### src/hdl/atci_pkg.sv
// ----------------------------------------------------------------------------
// atci_pkg: shared types and constants for the ATA command issuer
// Request and register-write payloads, write slot codes, select bytes,
// opcodes.
// ----------------------------------------------------------------------------
package atci_pkg;

  // Request from the host side
  typedef struct packed {
    logic [47:0] start_sector;
    logic [15:0] sector_count;
    logic        is_read;
    logic        use_dma;
    logic        slave_target;
  } req_t;

  // One register write (or the reject marker)
  typedef struct packed {
    logic       target_block;
    logic [2:0] reg_offset;
    logic [7:0] write_value;
    logic       rejected;
    logic       last_write;
  } wr_t;

  // Write slots, in issue order
  localparam int NUM_SLOTS = 13;
  localparam int SLOT_W    = 4;

  typedef enum logic [SLOT_W-1:0] {
    SLOT_BM_CMD   = 4'd0,
    SLOT_SELECT   = 4'd1,
    SLOT_CNT_HI   = 4'd2,
    SLOT_LBA3     = 4'd3,
    SLOT_LBA4     = 4'd4,
    SLOT_LBA5     = 4'd5,
    SLOT_CNT_LO   = 4'd6,
    SLOT_LBA0     = 4'd7,
    SLOT_LBA1     = 4'd8,
    SLOT_LBA2     = 4'd9,
    SLOT_COMMAND  = 4'd10,
    SLOT_BM_START = 4'd11,
    SLOT_REJECT   = 4'd12
  } slot_t;

  typedef logic [NUM_SLOTS-1:0] slot_mask_t;

  // Plan handed from the decoder to the sequencer
  typedef struct packed {
    slot_mask_t mask;
    logic [7:0] sel;
    logic       wide;
    logic       sel_write;
  } plan_t;

  // Register blocks
  localparam logic BLK_TASKFILE = 1'b0;
  localparam logic BLK_BUSMSTR  = 1'b1;

  // Taskfile offsets
  localparam logic [2:0] OFS_COUNT   = 3'd2;
  localparam logic [2:0] OFS_LBA_LO  = 3'd3;
  localparam logic [2:0] OFS_LBA_MID = 3'd4;
  localparam logic [2:0] OFS_LBA_HI  = 3'd5;
  localparam logic [2:0] OFS_SELECT  = 3'd6;
  localparam logic [2:0] OFS_COMMAND = 3'd7;
  localparam logic [2:0] OFS_BM_CMD  = 3'd0;

  // Config register indexes
  localparam logic CFG_MASTER_LBA48 = 1'b0;
  localparam logic CFG_SLAVE_LBA48  = 1'b1;

  localparam logic [3:0] SEL_MASTER_HI = 4'hE;
  localparam logic [3:0] SEL_SLAVE_HI  = 4'hF;

  localparam logic [7:0] BM_READ  = 8'h08;
  localparam logic [7:0] BM_WRITE = 8'h00;
  localparam logic [7:0] BM_START = 8'h01;

  localparam logic [7:0] OP_READ_PIO      = 8'h20;
  localparam logic [7:0] OP_READ_PIO_EXT  = 8'h24;
  localparam logic [7:0] OP_READ_DMA      = 8'hC8;
  localparam logic [7:0] OP_READ_DMA_EXT  = 8'h25;
  localparam logic [7:0] OP_WRITE_PIO     = 8'h30;
  localparam logic [7:0] OP_WRITE_PIO_EXT = 8'h34;
  localparam logic [7:0] OP_WRITE_DMA     = 8'hCA;
  localparam logic [7:0] OP_WRITE_DMA_EXT = 8'h35;

  function automatic logic [7:0] opcode(input logic rd, input logic dma, input logic wide);
    logic [7:0] op;
    if (dma) begin
      if (rd) op = wide ? OP_READ_DMA_EXT : OP_READ_DMA;
      else    op = wide ? OP_WRITE_DMA_EXT : OP_WRITE_DMA;
    end else begin
      if (rd) op = wide ? OP_READ_PIO_EXT : OP_READ_PIO;
      else    op = wide ? OP_WRITE_PIO_EXT : OP_WRITE_PIO;
    end
    return op;
  endfunction

endpackage

### src/hdl/atci_plan.sv
// ----------------------------------------------------------------------------
// atci_plan: request decoder
// Picks address mode, select byte and the set of writes a request needs.
// ----------------------------------------------------------------------------
module atci_plan (
  input  atci_pkg::req_t  req,
  input  logic            master_lba48,
  input  logic            slave_lba48,
  input  logic [7:0]      current_select,
  output atci_pkg::plan_t plan
);

  logic       wide;
  logic       reject;
  logic [7:0] sel;

  always_comb begin
    wide   = req.slave_target ? slave_lba48 : master_lba48;
    // 28-bit drive cannot reach sectors past bit 27
    reject = !wide && (|req.start_sector[47:28]);
    sel    = {req.slave_target ? atci_pkg::SEL_SLAVE_HI : atci_pkg::SEL_MASTER_HI,
              wide ? 4'h0 : req.start_sector[27:24]};

    plan.mask = '0;
    if (reject) begin
      plan.mask[atci_pkg::SLOT_REJECT] = 1'b1;
    end else begin
      plan.mask[atci_pkg::SLOT_BM_CMD]   = req.use_dma;
      plan.mask[atci_pkg::SLOT_SELECT]   = (sel != current_select);
      plan.mask[atci_pkg::SLOT_CNT_HI]   = wide;
      plan.mask[atci_pkg::SLOT_LBA3]     = wide;
      plan.mask[atci_pkg::SLOT_LBA4]     = wide;
      plan.mask[atci_pkg::SLOT_LBA5]     = wide;
      plan.mask[atci_pkg::SLOT_CNT_LO]   = 1'b1;
      plan.mask[atci_pkg::SLOT_LBA0]     = 1'b1;
      plan.mask[atci_pkg::SLOT_LBA1]     = 1'b1;
      plan.mask[atci_pkg::SLOT_LBA2]     = 1'b1;
      plan.mask[atci_pkg::SLOT_COMMAND]  = 1'b1;
      plan.mask[atci_pkg::SLOT_BM_START] = req.use_dma;
    end
    plan.sel       = sel;
    plan.wide      = wide;
    plan.sel_write = !reject && (sel != current_select);
  end

endmodule

### src/hdl/atci_seq.sv
// ----------------------------------------------------------------------------
// atci_seq: write sequencer
// Holds one planned request and issues its writes, lowest slot first, one
// per cycle into the output register while wr is not stalled.
// ----------------------------------------------------------------------------
module atci_seq (
  input  logic            clk,
  input  logic            rst,
  input  logic            load,
  input  atci_pkg::req_t  req,
  input  atci_pkg::plan_t plan,
  output logic            ready,
  output logic            wr_valid,
  input  logic            wr_stall,
  output atci_pkg::wr_t   wr
);

  atci_pkg::slot_mask_t pending;
  atci_pkg::slot_mask_t pending_clr;
  atci_pkg::slot_t      pick;
  atci_pkg::wr_t        result;
  logic                 adv;
  logic                 last;

  // held request
  logic [47:0] sector;
  logic [15:0] count;
  logic        rd;
  logic        dma;
  logic        wide;
  logic [7:0]  sel;
  logic [7:0]  bm;

  // lowest pending slot
  always_comb begin
    pick = atci_pkg::SLOT_BM_CMD;
    for (int i = atci_pkg::NUM_SLOTS - 1; i >= 0; i--) begin
      if (pending[i]) pick = atci_pkg::slot_t'(atci_pkg::SLOT_W'(i));
    end
    pending_clr = pending;
    pending_clr[pick] = 1'b0;
    last  = (pending_clr == '0);
    adv   = !wr_valid || !wr_stall;
    ready = (pending == '0) || (adv && last);
  end

  always_comb begin
    bm = rd ? atci_pkg::BM_READ : atci_pkg::BM_WRITE;
    result = '0;
    result.target_block = atci_pkg::BLK_TASKFILE;
    result.last_write   = last;
    unique case (pick)
      atci_pkg::SLOT_BM_CMD: begin
        result.target_block = atci_pkg::BLK_BUSMSTR;
        result.reg_offset   = atci_pkg::OFS_BM_CMD;
        result.write_value  = bm;
      end
      atci_pkg::SLOT_SELECT: begin
        result.reg_offset  = atci_pkg::OFS_SELECT;
        result.write_value = sel;
      end
      atci_pkg::SLOT_CNT_HI: begin
        result.reg_offset  = atci_pkg::OFS_COUNT;
        result.write_value = count[15:8];
      end
      atci_pkg::SLOT_LBA3: begin
        result.reg_offset  = atci_pkg::OFS_LBA_LO;
        result.write_value = sector[31:24];
      end
      atci_pkg::SLOT_LBA4: begin
        result.reg_offset  = atci_pkg::OFS_LBA_MID;
        result.write_value = sector[39:32];
      end
      atci_pkg::SLOT_LBA5: begin
        result.reg_offset  = atci_pkg::OFS_LBA_HI;
        result.write_value = sector[47:40];
      end
      atci_pkg::SLOT_CNT_LO: begin
        result.reg_offset  = atci_pkg::OFS_COUNT;
        result.write_value = count[7:0];
      end
      atci_pkg::SLOT_LBA0: begin
        result.reg_offset  = atci_pkg::OFS_LBA_LO;
        result.write_value = sector[7:0];
      end
      atci_pkg::SLOT_LBA1: begin
        result.reg_offset  = atci_pkg::OFS_LBA_MID;
        result.write_value = sector[15:8];
      end
      atci_pkg::SLOT_LBA2: begin
        result.reg_offset  = atci_pkg::OFS_LBA_HI;
        result.write_value = sector[23:16];
      end
      atci_pkg::SLOT_COMMAND: begin
        result.reg_offset  = atci_pkg::OFS_COMMAND;
        result.write_value = atci_pkg::opcode(rd, dma, wide);
      end
      atci_pkg::SLOT_BM_START: begin
        result.target_block = atci_pkg::BLK_BUSMSTR;
        result.reg_offset   = atci_pkg::OFS_BM_CMD;
        result.write_value  = bm | atci_pkg::BM_START;
      end
      atci_pkg::SLOT_REJECT: begin
        result.rejected = 1'b1;
      end
      default: begin
        result = '0;
      end
    endcase
  end

  always_ff @(posedge clk) begin
    if (rst) begin
      pending  <= '0;
      wr_valid <= 1'b0;
    end else begin
      if (adv) wr_valid <= |pending;
      if (load)     pending <= plan.mask;
      else if (adv) pending <= pending_clr;
    end
  end

  always_ff @(posedge clk) begin
    if (adv && (|pending)) wr <= result;
    if (load) begin
      sector <= req.start_sector;
      count  <= req.sector_count;
      rd     <= req.is_read;
      dma    <= req.use_dma;
      wide   <= plan.wide;
      sel    <= plan.sel;
    end
  end

endmodule

### src/hdl/ata_taskfile_command_issuer_core.sv
// ----------------------------------------------------------------------------
// ata_taskfile_command_issuer_core: ATA command issue sequencer
// Turns one transfer request into the ordered register writes that issue
// an LBA28 or LBA48 ATA command, with optional bus-master DMA writes.
// ----------------------------------------------------------------------------
// A request is taken on the req channel and comes out as 1 to 12 register
// writes on the wr channel, one write per cycle when wr is not stalled; the
// final write of a request has last_write set. A request for a sector past
// the 28-bit range on a drive without LBA48 gives a single write with
// rejected and last_write set and nothing else. The next request is taken
// in the same cycle the previous request's last write moves into the output
// register, so requests run back to back and the wr channel stays busy;
// throughput is set by the write count of each request (the one-write-per-
// cycle sequencer). The drive-select byte is remembered across requests and
// only rewritten when it changes. The lba48 capability bits are to be
// written through the cfg port only while no request is in flight; the
// block itself does not enforce this.
module ata_taskfile_command_issuer_core (
  input  logic           clk,
  input  logic           rst,
  // configuration
  input  logic           cfg_we,
  input  logic           cfg_index,
  input  logic           cfg_data,
  // request channel
  input  logic           req_valid,
  output logic           req_stall,
  input  atci_pkg::req_t req,
  // register write channel
  output logic           wr_valid,
  input  logic           wr_stall,
  output atci_pkg::wr_t  wr
);

  logic            master_lba48;
  logic            slave_lba48;
  logic [7:0]      current_select;   // last select byte planned for the drive
  atci_pkg::plan_t plan;
  logic            seq_ready;
  logic            accept;

  assign req_stall = !seq_ready;
  assign accept    = req_valid && seq_ready;

  // capability bits
  always_ff @(posedge clk) begin
    if (rst) begin
      master_lba48 <= 1'b0;
      slave_lba48  <= 1'b0;
    end else if (cfg_we) begin
      unique case (cfg_index)
        atci_pkg::CFG_MASTER_LBA48: master_lba48 <= cfg_data;
        atci_pkg::CFG_SLAVE_LBA48:  slave_lba48  <= cfg_data;
        default: ;
      endcase
    end
  end

  // select byte tracking: updated as soon as the request is planned, so the
  // next request compares against it even while these writes still drain
  always_ff @(posedge clk) begin
    if (rst) begin
      current_select <= 8'h00;
    end else if (accept && plan.sel_write) begin
      current_select <= plan.sel;
    end
  end

  atci_plan u_plan (
    .req            (req),
    .master_lba48   (master_lba48),
    .slave_lba48    (slave_lba48),
    .current_select (current_select),
    .plan           (plan)
  );

  atci_seq u_seq (
    .clk      (clk),
    .rst      (rst),
    .load     (accept),
    .req      (req),
    .plan     (plan),
    .ready    (seq_ready),
    .wr_valid (wr_valid),
    .wr_stall (wr_stall),
    .wr       (wr)
  );

endmodule

### config.mk
export PLATFORM = sky130hd
export DESIGN_NAME = ata_taskfile_command_issuer_core
export DESIGN_NICKNAME = d
export VERILOG_FILES = /design/src/hdl/atci_pkg.sv /design/src/hdl/atci_plan.sv /design/src/hdl/atci_seq.sv /design/src/hdl/ata_taskfile_command_issuer_core.sv
export SDC_FILE = /design/constraint.sdc
export NUM_CORES = 1
export LEC_CHECK = 0
export ABC_AREA = 1
export BUFFER_PORTS_ARGS = -buffer_cell sky130_fd_sc_hd__buf_2
export CORE_MARGIN = 2
export CORE_UTILIZATION = 57
export CTS_BUF_LIST = sky130_fd_sc_hd__clkbuf_8
export CTS_CLUSTER_SIZE = 28
export DETAILED_ROUTE_END_ITERATION = 10
export PLACE_DENSITY = 0.82
export REMOVE_ABC_BUFFERS = 1
export SLEW_MARGIN = 20
export SYNTH_ARGS = -nofsm -noshare
export SYNTH_HDL_FRONTEND = slang
export SYNTH_SLANG_ARGS = --single-unit
### constraint.sdc
create_clock -name clk -period 3.2 [get_ports clk]
set_input_delay 0.48 -clock clk [delete_from_list [all_inputs] [get_ports clk]]
set_output_delay 0.48 -clock clk [all_outputs]
set_load 0.02 [all_outputs]
==> results.py, run 1 <==
metrics = {
    "power_and_ir_drop": {
        "peakVddDrop_uv": 535.1,
        "pwr-share-clk_pct": 12.9,
        "intPower_mw": 3.587,
        "combPwrFrac_pct": 44.9,
        "powerDensity_nw_per_um2": 1137,
        "leakagePower_nw": 2.348,
        "p_switching_mw": 2.620,
        "sw_frac_of_total_pct": 42.21,
        "seq_power_share_pct": 42.2,
    },
    "placed_design": {
        "portBuffers": 89,
        "dpl.cell_count": 604,
        "dp_hpwl_mm": 7.885,
        "finalWeightedCongestion": 0.8709,
    },
    "final_layout": {
        "finalNetCount": 587,
        "stdcell_count": 620,
        "fin_util_pct": 69.90,
        "diodes": 0,
        "area_growth_syn_to_layout_pct": 17.89,
        "drive_above_1_share_pct": 29.54,
    },
    "timing": {
        "fin_setup_tns_ns": 0,
        "fin_crit_ns": 2.998,
        "final.period_utilization_pct": 93.70,
        "slew_violations": 0,
        "fmax_mhz": 333.5,
        "hold_viol": 0,
        "finalSetupViolations": 0,
        "worst-slew-pin-transition_ns": 0.4911,
        "max-slew-margin-rel_pct": 67.26,
        "fin_worst_skew_ns": 0.01315,
        "rsz0062_at_grt": "no",
    },
    "global_routing": {
        "grt_pass1_wl_mm": 17.41,
        "grt_start_max_net_pins": 22,
        "grt_remaining_overflow": 0,
        "grt_use_total_pct": 26.17,
        "grt_pass1_vias": 3516,
        "antenna_found_initial": 0,
    },
    "cts": {
        "cts.sinks": 108,
        "cts_buffers": 9,
        "h-tree-depth": 3,
        "ctsHoldBuffers": 0,
        "clkTransAtPathRegs_ns": 0.11,
        "clk_latency_ns": 0.38,
        "root_buffer": "clkbuf_8",
        "cts.path.max_buffers": 2,
        "cts_tree": "yes",
    },
    "critical_path": {
        "start_kind": "register",
        "worstSetupPathType": "reg -> out",
        "worstPathMaxFanout": 5,
        "crit_path_end_kind": "output port",
        "cp.arrival_ns": 2.52,
        "required_ns": 2.72,
    },
    "logic_synthesis": {
        "yosysSeqAreaShare_pct": 65.30,
        "synth_cell_types": 39,
        "synthCells": 412,
        "synth_seq_cells": 108,
        "yosysWarnings": 0,
        "netlist_area_sq_um": 4629,
        "synth_area_per_cell_sq_um": 11.24,
    },
    "floorplan": {
        "die_w_microns": 94.12,
        "rows": 32,
        "dieArea_sq_um": 8859,
        "coreArea_sq_um": 7807,
        "die_h_microns": 94.12,
        "io_pins": 90,
        "initial_core_util_pct": 59.29,
    },
    "routing": {
        "drt_wl_total_mm": 10.84,
        "drt_iter0_markers": 336,
        "vias": 3548,
        "vias_per_cell": 5.723,
        "antenna_left": 0,
        "drc": 0,
        "wl_per_cell_microns": 17.48,
        "dr.pass1.iters": 5,
    },
    "status": {
        "status": "finished clean",
    },
    "min_path": {
        "worstHoldPathType": "in -> reg",
    },
    "job": {
        "drv_cap": 0,
    },
}
## kinds of logic after synthesis
| group | synth area share, % |
|---|---|
| buffers and inverters | 5.675 |
| DFF | 65.30 |
| AOI/OAI and AO/OA | 10.08 |
| xor gates and xnor gates | 0.3784 |
| and+or+nand+nor | 18.57 |
## worst paths after layout
check                                       start                 to  slack (ns)  cells after the start
worst max-delay path            u_seq.pending[11]          req_stall        0.20                     16
worst min-delay path                       req[4]     u_seq.count[1]        0.27                      1
worst max register to register  u_seq.pending[11]  current_select[2]        0.37                     19
worst min register to register  current_select[6]  current_select[6]        0.47                      2
## power groups by stage
stage,Clock [mW],Sequential [mW],Combinational [mW]
after floorplan,0,2.72,1.69
final,0.803,2.62,2.79
after detailed placement,0,2.63,2.71
after CTS,0.805,2.61,2.73
after global placement,0,2.61,2.64
after global routing,0.859,2.66,3.08
## what timing repair did
| action | 4_1_cts | 5_1_grt |
|---|---|---|
| gates resized for setup | 0 | 5 |
| hold endpoints to repair | 0 | 0 |
| setup buffers | 0 | 0 |
| endpoints found under the setup margin | 0 | 1 |
## layout by cell type, fill, tap and decap left out, types with 2 or more instances in the layout
cell	n
o2111ai_1	4
clkinv_4	2
nor2_2	3
inv_8	2
nand3_1	21
clkbuf_8	9
nand4_1	11
nand4_2	2
edfxtp_1	86
a21oi_2	3
inv_1	51
o21ai_0	6
dfxtp_1	22
nor4_1	6
nor2_1	16
o211ai_1	5
nand2_2	12
inv_2	7
nand2_4	2
nand3_2	7
nor2_4	2
buf_12	3
a22oi_1	10
buf_4	2
buf_2	89
a21oi_1	21
clkinv_2	2
a22o_1	3
nand2_1	84
a221oi_1	11
## critical path, cell delays in order (launching register included)
cell and delay [ns]:
dfxtp_1 0.37, nor2_2 0.13, nand3_2 0.11, inv_2 0.10, nand2_2 0.05, nand2_1 0.07
nand2_1 0.10, nor2_4 0.15, nand4_2 0.19, nand2_1 0.13, nand2_1 0.06, nand3b_4 0.15
nor2_1 0.12, nand3_2 0.10, nand2_4 0.11, inv_1 0.05, buf_2 0.15
## stage by stage
| step | setup slack [ns] | hold slack, ns | total power [mW] | area [sq um] |
|---|---|---|---|---|
| 3_5_place_dp | 0.3493 | 0.4518 | 5.344 | 5241 |
| 6_report | 0.2017 | 0.2686 | 6.207 | 5458 |
| 2_1_floorplan | 0.3667 | 0.4205 | 4.415 | 4593 |
| 3_3_place_gp | 0.3961 | 0.4359 | 5.248 | 5241 |
| 4_1_cts | 0.1426 | 0.2677 | 6.145 | 5435 |
| 5_1_grt | 0.0001470 | 0.2530 | 6.593 | 5458 |
## registers in the layout, indices dropped and copies added (netlist names)
name            count
u_seq.sector       48
u_seq.sel           5
u_seq.dma           1
current_select      6
slave_lba48         1
u_seq.pending      13
u_seq.rd            1
u_seq.wr_valid      1
u_seq.count        16
u_seq.wr           14
u_seq.wide          1
master_lba48        1
## cell usage after synthesis
master           count  area (sq um)
inv_1               51         191.4
nand3b_1             1         7.510
and2_1               1         6.260
nor2_2               5         31.28
a21oi_2              3         26.28
nand3_2              5         50.05
o22ai_1              1         6.260
nand2_2             11         68.82
nand2_4              2         22.52
clkinv_2             1         5.000
nand2_1             85         319.1
edfxtp_1            86          2582
nor4_1               6         37.54
a211oi_1             1         7.510
nor3_2               1         10.01
a22oi_1             10         75.07
nand3_1             23         115.1
xor2_1               1         8.760
o2111ai_1            4         35.03
clkinv_1             1         3.750
o21ai_1              1         5.000
inv_2                7         26.28
a221oi_1            11         96.34
nand3b_4             1         20.02
dfxtp_1             22         440.4
buf_2                1         5.000
a21oi_1             21         105.1
nand4_2              2         25.02
xnor2_1              1         8.760
a21oi_4              1         16.27
dlygate4sd1_1        1         8.760
buf_6                1         11.26
nor2_1              16         60.06
o21ai_0              6         30.03
o211ai_1             5         37.54
nand3_4              1         17.52
clkdlybuf4s50_2      1         11.26
a22o_1               3         26.28
nand4_1             11         68.82
## metal layers
layer | vias to the layer above | global-route usage (%) | part of all wire (%) | wire length [microns]
li1 | 1664 | - | - | -
met1 | 1682 | 34.46 | 40 | 4300
met2 | 184 | 43.33 | 51 | 5478
met3 | 18 | 4.655 | 7.6 | 827
met4 | 0 | 10.27 | 2.1 | 229
met5 | - | 0 | 0 | 0
## cell type report
class,count,area [sq um]
inverters,60,226.5
flip-flops and latches,108,3023
multi-input cells,240,1366
clock buffers,9,123.9
clock inverters,7,70.07
repair buffers,94,520.5
fillers,569,2350
well taps,102,127.6
No activity file was read; power rests on OpenSTA's default activity.
==> inputs of run 2 (changes only) <==
Settings changed: CORE_UTILIZATION 57 to 58, SYNTH_HIERARCHICAL set to 1.
==> run 2 against run 1 <==
Against the previous run:
- global-route usage rose by 0.33 points
- fmax fell by 2.3%
- utilization rose by 1.7 points
- highest routed layer unchanged
- critical path type is now reg -> reg
==> results.py, run 2 <==
metrics = {
    "cts": {
        "ctsHoldBuffers": 0,
        "cts_buffers": 17,
        "cts.sinks": 113,
        "clkTransAtPathRegs_ns": 0.07,
        "clk_latency_ns": 0.42,
        "root_buffer": "clkbuf_8",
        "cts_tree": "yes",
        "h-tree-depth": 4,
        "cts.path.max_buffers": 2,
    },
    "routing": {
        "antenna_left": 0,
        "drt_iter0_markers": 347,
        "drc": 0,
        "vias": 4208,
        "dr.pass1.iters": 5,
        "wl_per_cell_microns": 16.54,
        "vias_per_cell": 5.501,
        "drt_wl_total_mm": 12.65,
    },
    "placed_design": {
        "dpl.cell_count": 724,
        "finalWeightedCongestion": 0.9446,
        "dp_hpwl_mm": 8.750,
        "portBuffers": 89,
    },
    "logic_synthesis": {
        "yosysMostFrequentCell": "nand2_1",
        "netlist_area_sq_um": 5156,
        "synth_cell_types": 37,
        "netlist_top_cells_count": "137 x nand2_1, 89 x edfxtp_1, 64 x nor2_1",
        "synthFlopType": "edfxtp_1",
        "synth_edf_count": 89,
        "netlist.top_cell.by_area": "edfxtp_1",
        "yosysSeqAreaShare_pct": 61.15,
        "synth_seq_cells": 113,
        "synthCells": 538,
        "synth_top_area_share_pct": 51.83,
        "yosysWarnings": 6,
        "synth_area_per_cell_sq_um": 9.584,
        "ys_top_cells_by_area": "edfxtp_1 52%, nand2_1 10%, dfxtp_1 9.3%, nor2_1 4.7%, inv_1 4.5%",
        "ys_async_sr_fraction_pct": 0,
    },
    "global_routing": {
        "grt_remaining_overflow": 0,
        "grt_start_max_net_pins": 57,
        "antenna_found_initial": 0,
        "grt_pass1_wl_mm": 19.72,
        "grt_use_total_pct": 26.50,
        "grt_pass1_vias": 4115,
    },
    "final_layout": {
        "diodes": 0,
        "final_cell_mix": "133 x nand2_1, 89 x buf_2, 89 x edfxtp_1, 58 x inv_1, 58 x nor2_1",
        "largest_reg_flops": 48,
        "regMostFlops": "u_seq/sector",
        "final_common_cell": "nand2_1",
        "finalNetCount": 718,
        "stdcell_count": 765,
        "area_growth_syn_to_layout_pct": 20.48,
        "drive_above_1_share_pct": 29.83,
        "top_regs": "u_seq/sector x48, u_seq/count x16, u_seq/wr x14",
    },
    "timing": {
        "fin_crit_ns": 3.068,
        "hold_viol": 0,
        "slew_violations": 0,
        "worst-slew-pin-transition_ns": 0.5379,
        "max-slew-margin-rel_pct": 64.10,
        "final.period_utilization_pct": 95.88,
        "fmax_mhz": 325.9,
        "finalSetupViolations": 0,
        "fin_worst_skew_ns": 0.01242,
    },
    "critical_path": {
        "start_kind": "register",
        "cpPeakStageDelay_ns": 0.35,
        "crit_cells": 21,
        "path_cells": "inv_2, nand2_2, nor3_4, nand2_2, nor2_4, inv_2, nand2_2, inv_2, nand3_2, inv_2, o211ai_1, nor2_2, nand3_1, nand2_2, nand2_1, clkinv_2, buf_16, nor2_2, buf_4, nand2_1, a31oi_1",
        "worstPathMaxFanout": 28,
        "worstSetupPathType": "reg -> reg",
        "critPathBufInv": 7,
        "required_ns": 3.52,
        "crit_path_end_kind": "register",
        "cp.arrival_ns": 3.39,
        "r2r_cells": 21,
        "worst_path_max_delay_cell": "dfxtp_1",
        "path_delay_family": "simple AND/OR/NAND/NOR gates",
    },
    "floorplan": {
        "coreArea_sq_um": 8678,
        "rows": 34,
        "die_w_microns": 98.29,
        "io_pins": 90,
        "die_h_microns": 98.29,
        "initial_core_util_pct": 59.41,
        "dieArea_sq_um": 9660,
    },
    "job": {
        "drv_cap": 0,
    },
    "min_path": {
        "hold-path-cell-count": 1,
        "worstHoldPathType": "in -> reg",
    },
    "power_and_ir_drop": {
        "total_power_mw": 4.065,
        "leakagePower_nw": 2.741,
        "peakVddDrop_uv": 389.8,
        "powerDensity_nw_per_um2": 654.3,
    },
    "status": {
        "status": "finished clean",
    },
}
==> run 2: cell count changes after synthesis, sizes merged, moves of 4 or more <==
cell and change:
buf +16, a22oi -8, o2111ai -4, nand3 +4, o21ai +7, inv +16
a21oi -5, nand2 +52, o211ai -4, a221oi -11, clkbuf +4, a31oi +12
nor4 -6, nor2 +48
==> run 2: path summary, 6_finish.rpt <==
check / startpoint / endpoint / slack [ns]
hold reg to reg: slave_lba48 / slave_lba48 / 0.49
hold / removal: req[35] / u_seq/sector[16] / 0.23
setup / recovery: u_seq/pending[0] / u_seq/pending[6] / 0.13
setup reg to reg: u_seq/pending[0] / u_seq/pending[6] / 0.13
==> run 2: final cells by class <==
cell class / instances / area (sq um)
Multi-Input combinational cell: 332 / 1648
Inverter: 74 / 279.0
Tap cell: 108 / 135.1
Clock inverter: 15 / 132.6
Fill cell: 642 / 2466
Clock buffer: 17 / 234.0
Timing Repair Buffer: 106 / 626.9
Sequential cell: 113 / 3157
==> run 2: where the power goes <==
group          internal [mW]  leakage (nW)  switching, mW
Clock                  0.619         0.183          0.616
Combinational          0.283          1.50          0.601
Sequential              1.87          1.06         0.0747
Total                   2.77          2.74           1.29
==> run 2: cell families (layout without fill, tap and decap cells) <==
group	after synthesis	after routing	synth area share [%]
buffers and inverters	96	212	8.371
xor gates and xnor gates	1	1	0.1699
other	1	3	0.07273
DFF	113	113	61.15
AOI/OAI and AO/OA	54	55	6.212
and+or+nand+nor	273	273	24.02
==> run 2: metrics by stage <==
stage | cell area [sq um] | setup WS (ns) | TNS (ns) | utilization, % | hold WS, ns
after floorplan | 5010 | -1.278 | -62.98 | - | 0.4445
after global placement | 5684 | 0.1535 | 0 | 65.50 | 0.4673
after detailed placement | 5684 | 0.09215 | 0 | 65.50 | 0.4722
after CTS | 6061 | 0.03074 | 0 | 69.84 | 0.2168
after global routing | 6212 | -0.08778 | -0.1995 | 71.58 | 0.1977
final | 6212 | 0.1320 | 0 | 71.58 | 0.2296
==> run 2: metal layers <==
metal / vias up / global-route usage (%) / part of all wire [%]
met2: 232 / 43.96 / 49
met3: 46 / 7.158 / 7.8
li1: 1985 / - / -
met4: 0 / 12.43 / 3.8
met1: 1945 / 32.37 / 39
met5: - / 0 / 0
==> run 2: timing repair <==
action	in CTS	in global routing
resized for setup	1	23
pin swaps	1	4
endpoints found under the setup margin	1	48
buffers inserted	1	6
cloned	0	2
==> inputs of run 3 (changes only) <==
Settings changed: CORE_MARGIN 2 to not set.
==> run 3 against run 2 <==
Against the previous run:
- clock-buffer cell count is the same
- register-to-register slack improved by 0.24 ns
- routed wire length increased by 1.3%
- sequential power hardly changed
- first-iteration DRC count shrank 6.1%
- design area up 0.36%
- critical path type is now reg -> out
- highest routed layer unchanged
==> results.py, run 3 (synthesized netlist as in run 2, its figures left out) <==
metrics = {
    "routing": {
        "drt_wl_total_mm": 12.81,
        "antenna_left": 0,
        "vias_per_cell": 5.426,
        "drt_iter0_markers": 326,
        "dr.pass1.iters": 5,
        "wl_per_cell_microns": 16.75,
        "vias": 4151,
        "drc": 0,
    },
    "critical_path": {
        "start_kind": "register",
        "worstPathMaxFanout": 5,
        "ff2ff_setup_slack_ns": 0.37,
        "worstSetupPathType": "reg -> out",
        "r2r-end": "u_seq/rd",
        "r2r_cells": 15,
        "reg2reg_from": "u_seq/pending[10]",
        "crit_path_end_kind": "output port",
        "cp.arrival_ns": 2.53,
        "required_ns": 2.72,
    },
    "power_and_ir_drop": {
        "intPower_mw": 2.994,
        "pwr-share-clk_pct": 34.5,
        "powerDensity_nw_per_um2": 687.2,
        "sw_frac_of_total_pct": 30.12,
        "total_power_mw": 4.285,
        "combPwrFrac_pct": 20.0,
        "seq_power_share_pct": 45.5,
        "leakagePower_nw": 2.757,
        "p_switching_mw": 1.290,
        "peakVddDrop_uv": 415.2,
    },
    "floorplan": {
        "die_h_microns": 96.29,
        "initial_core_util_pct": 59.41,
        "coreArea_sq_um": 8678,
        "rows": 34,
        "die_w_microns": 96.29,
        "dieArea_sq_um": 9271,
        "io_pins": 90,
    },
    "min_path": {
        "hold_end": "u_seq/count[12]",
        "worstHoldStart": "req[15]",
        "worstHoldPathType": "in -> reg",
        "hold-path-cell-count": 1,
    },
    "placed_design": {
        "dp_hpwl_mm": 9.034,
        "placed_cell_area_sq_um": 5679,
        "dpl.cell_count": 725,
        "finalWeightedCongestion": 0.9155,
        "dpl_worst_slack_ns": 0.2580,
        "portBuffers": 89,
    },
    "timing": {
        "layout_setup_ws_ns": 0.1856,
        "fin_worst_skew_ns": 0.01645,
        "final.period_utilization_pct": 94.20,
        "hold_viol": 0,
        "fin_crit_ns": 3.014,
        "fmax_mhz": 331.7,
        "slew_violations": 0,
        "finalSetupViolations": 0,
    },
    "cts": {
        "cts_tree": "yes",
        "clk_latency_ns": 0.42,
        "cts.path.max_buffers": 2,
        "cts.sinks": 113,
        "cts_buffers": 17,
        "root_buffer": "clkbuf_8",
        "h-tree-depth": 4,
        "clkTransAtPathRegs_ns": 0.08,
    },
    "final_layout": {
        "diodes": 0,
        "top_regs": "u_seq/sector x48, u_seq/count x16, u_seq/wr x14",
        "drive_above_1_share_pct": 29.22,
        "fin_area_sq_um": 6235,
        "largest_reg_flops": 48,
        "fillerInstances": 615,
        "final_cell_mix": "134 x nand2_1, 89 x buf_2, 89 x edfxtp_1, 62 x nor2_1, 59 x inv_1",
        "stdcell_count": 765,
        "final_common_cell": "nand2_1",
        "area_growth_syn_to_layout_pct": 20.92,
        "finalNetCount": 718,
        "regMostFlops": "u_seq/sector",
    },
    "global_routing": {
        "grt_pass1_vias": 4014,
        "antenna_found_initial": 0,
        "grt_use_total_pct": 30.08,
        "grt_start_max_net_pins": 73,
        "grt_pass1_wl_mm": 19.69,
        "grt_remaining_overflow": 0,
    },
    "job": {
        "drv_cap": 0,
    },
    "status": {
        "status": "finished clean",
    },
}
[run 3: cell count changes in the layout (fill, tap and decap cells not counted), moves of 2 or more]
cell / delta
clkinv_1: -2
nor2_1: +4
bufinv_16: +3
nor2_2: -4
buf_4: +3
[run 3: per-stage QoR]
stage,util [%],TNS [ns],hold WS [ns]
2_1_floorplan,-,-62.98,0.4445
3_5_place_dp,65.44,0,0.4839
6_report,71.84,0,0.2292
5_1_grt,71.84,-0.01990,0.1910
3_3_place_gp,65.44,0,0.4698
4_1_cts,70.59,0,0.2040
[run 3: power by group through the flow]
stage / registers [mW] / logic [mW] / clock network [mW]
2_1_floorplan: 2.06 / 0.402 / 0
3_3_place_gp: 1.97 / 0.779 / 0
3_5_place_dp: 1.98 / 0.793 / 0
4_1_cts: 1.95 / 0.805 / 1.49
5_1_grt: 1.97 / 0.937 / 1.56
6_report: 1.95 / 0.858 / 1.48
[run 3: worst max path at each step]
stage                     slack [ns]               end               from
after floorplan                -1.28  u_seq/pending[1]  u_seq/pending[11]
after global placement          0.30  u_seq/sector[13]  u_seq/pending[10]
after detailed placement        0.26  u_seq/sector[37]  u_seq/pending[10]
after CTS                      0.001         req_stall  u_seq/pending[10]
after global routing           -0.02         req_stall  u_seq/pending[11]
final                           0.19         req_stall  u_seq/pending[10]
[run 3: routing by layer]
metal,vias up,GRT usage [%],routed length [microns]
met5,-,0,0
met4,0,14.55,354
met3,28,8.452,960
met2,202,49.59,6513
met1,1945,36.32,4985
li1,1976,-,-
[run 3: repair_timing]
action / in CTS / in global routing
pin swaps: 1 / 3
resized for setup: 0 / 15
cloned: 0 / 0
buffers inserted: 1 / 7
hold buffers: 0 / 0
endpoints found under the setup margin: 1 / 73
[run 3: worst max-delay path, cell delays in order, from the launching register on]
cell and delay (ns):
dfxtp_2 0.35, nor2_2 0.13, nand3_2 0.10, nor2_1 0.26, nor2_4 0.09, nor2_4 0.21, buf_4 0.16, nand4_2 0.13
nand2_1 0.08, nand3b_1 0.11, nor2_2 0.11, nand3_1 0.09, nand2_2 0.09, inv_1 0.05, buf_2 0.15
[run 3: area by class of cell]
class	instances	area (sq um)	area share, %
Sequential cell	113	3154	50.59
Multi-Input combinational cell	331	1622	26.01
Timing Repair Buffer	107	605.6	9.713
Inverter	74	279.0	4.475
Clock buffer	17	234.0	3.753
Clock inverter	15	205.2	3.291
Tap cell	108	135.1	2.167
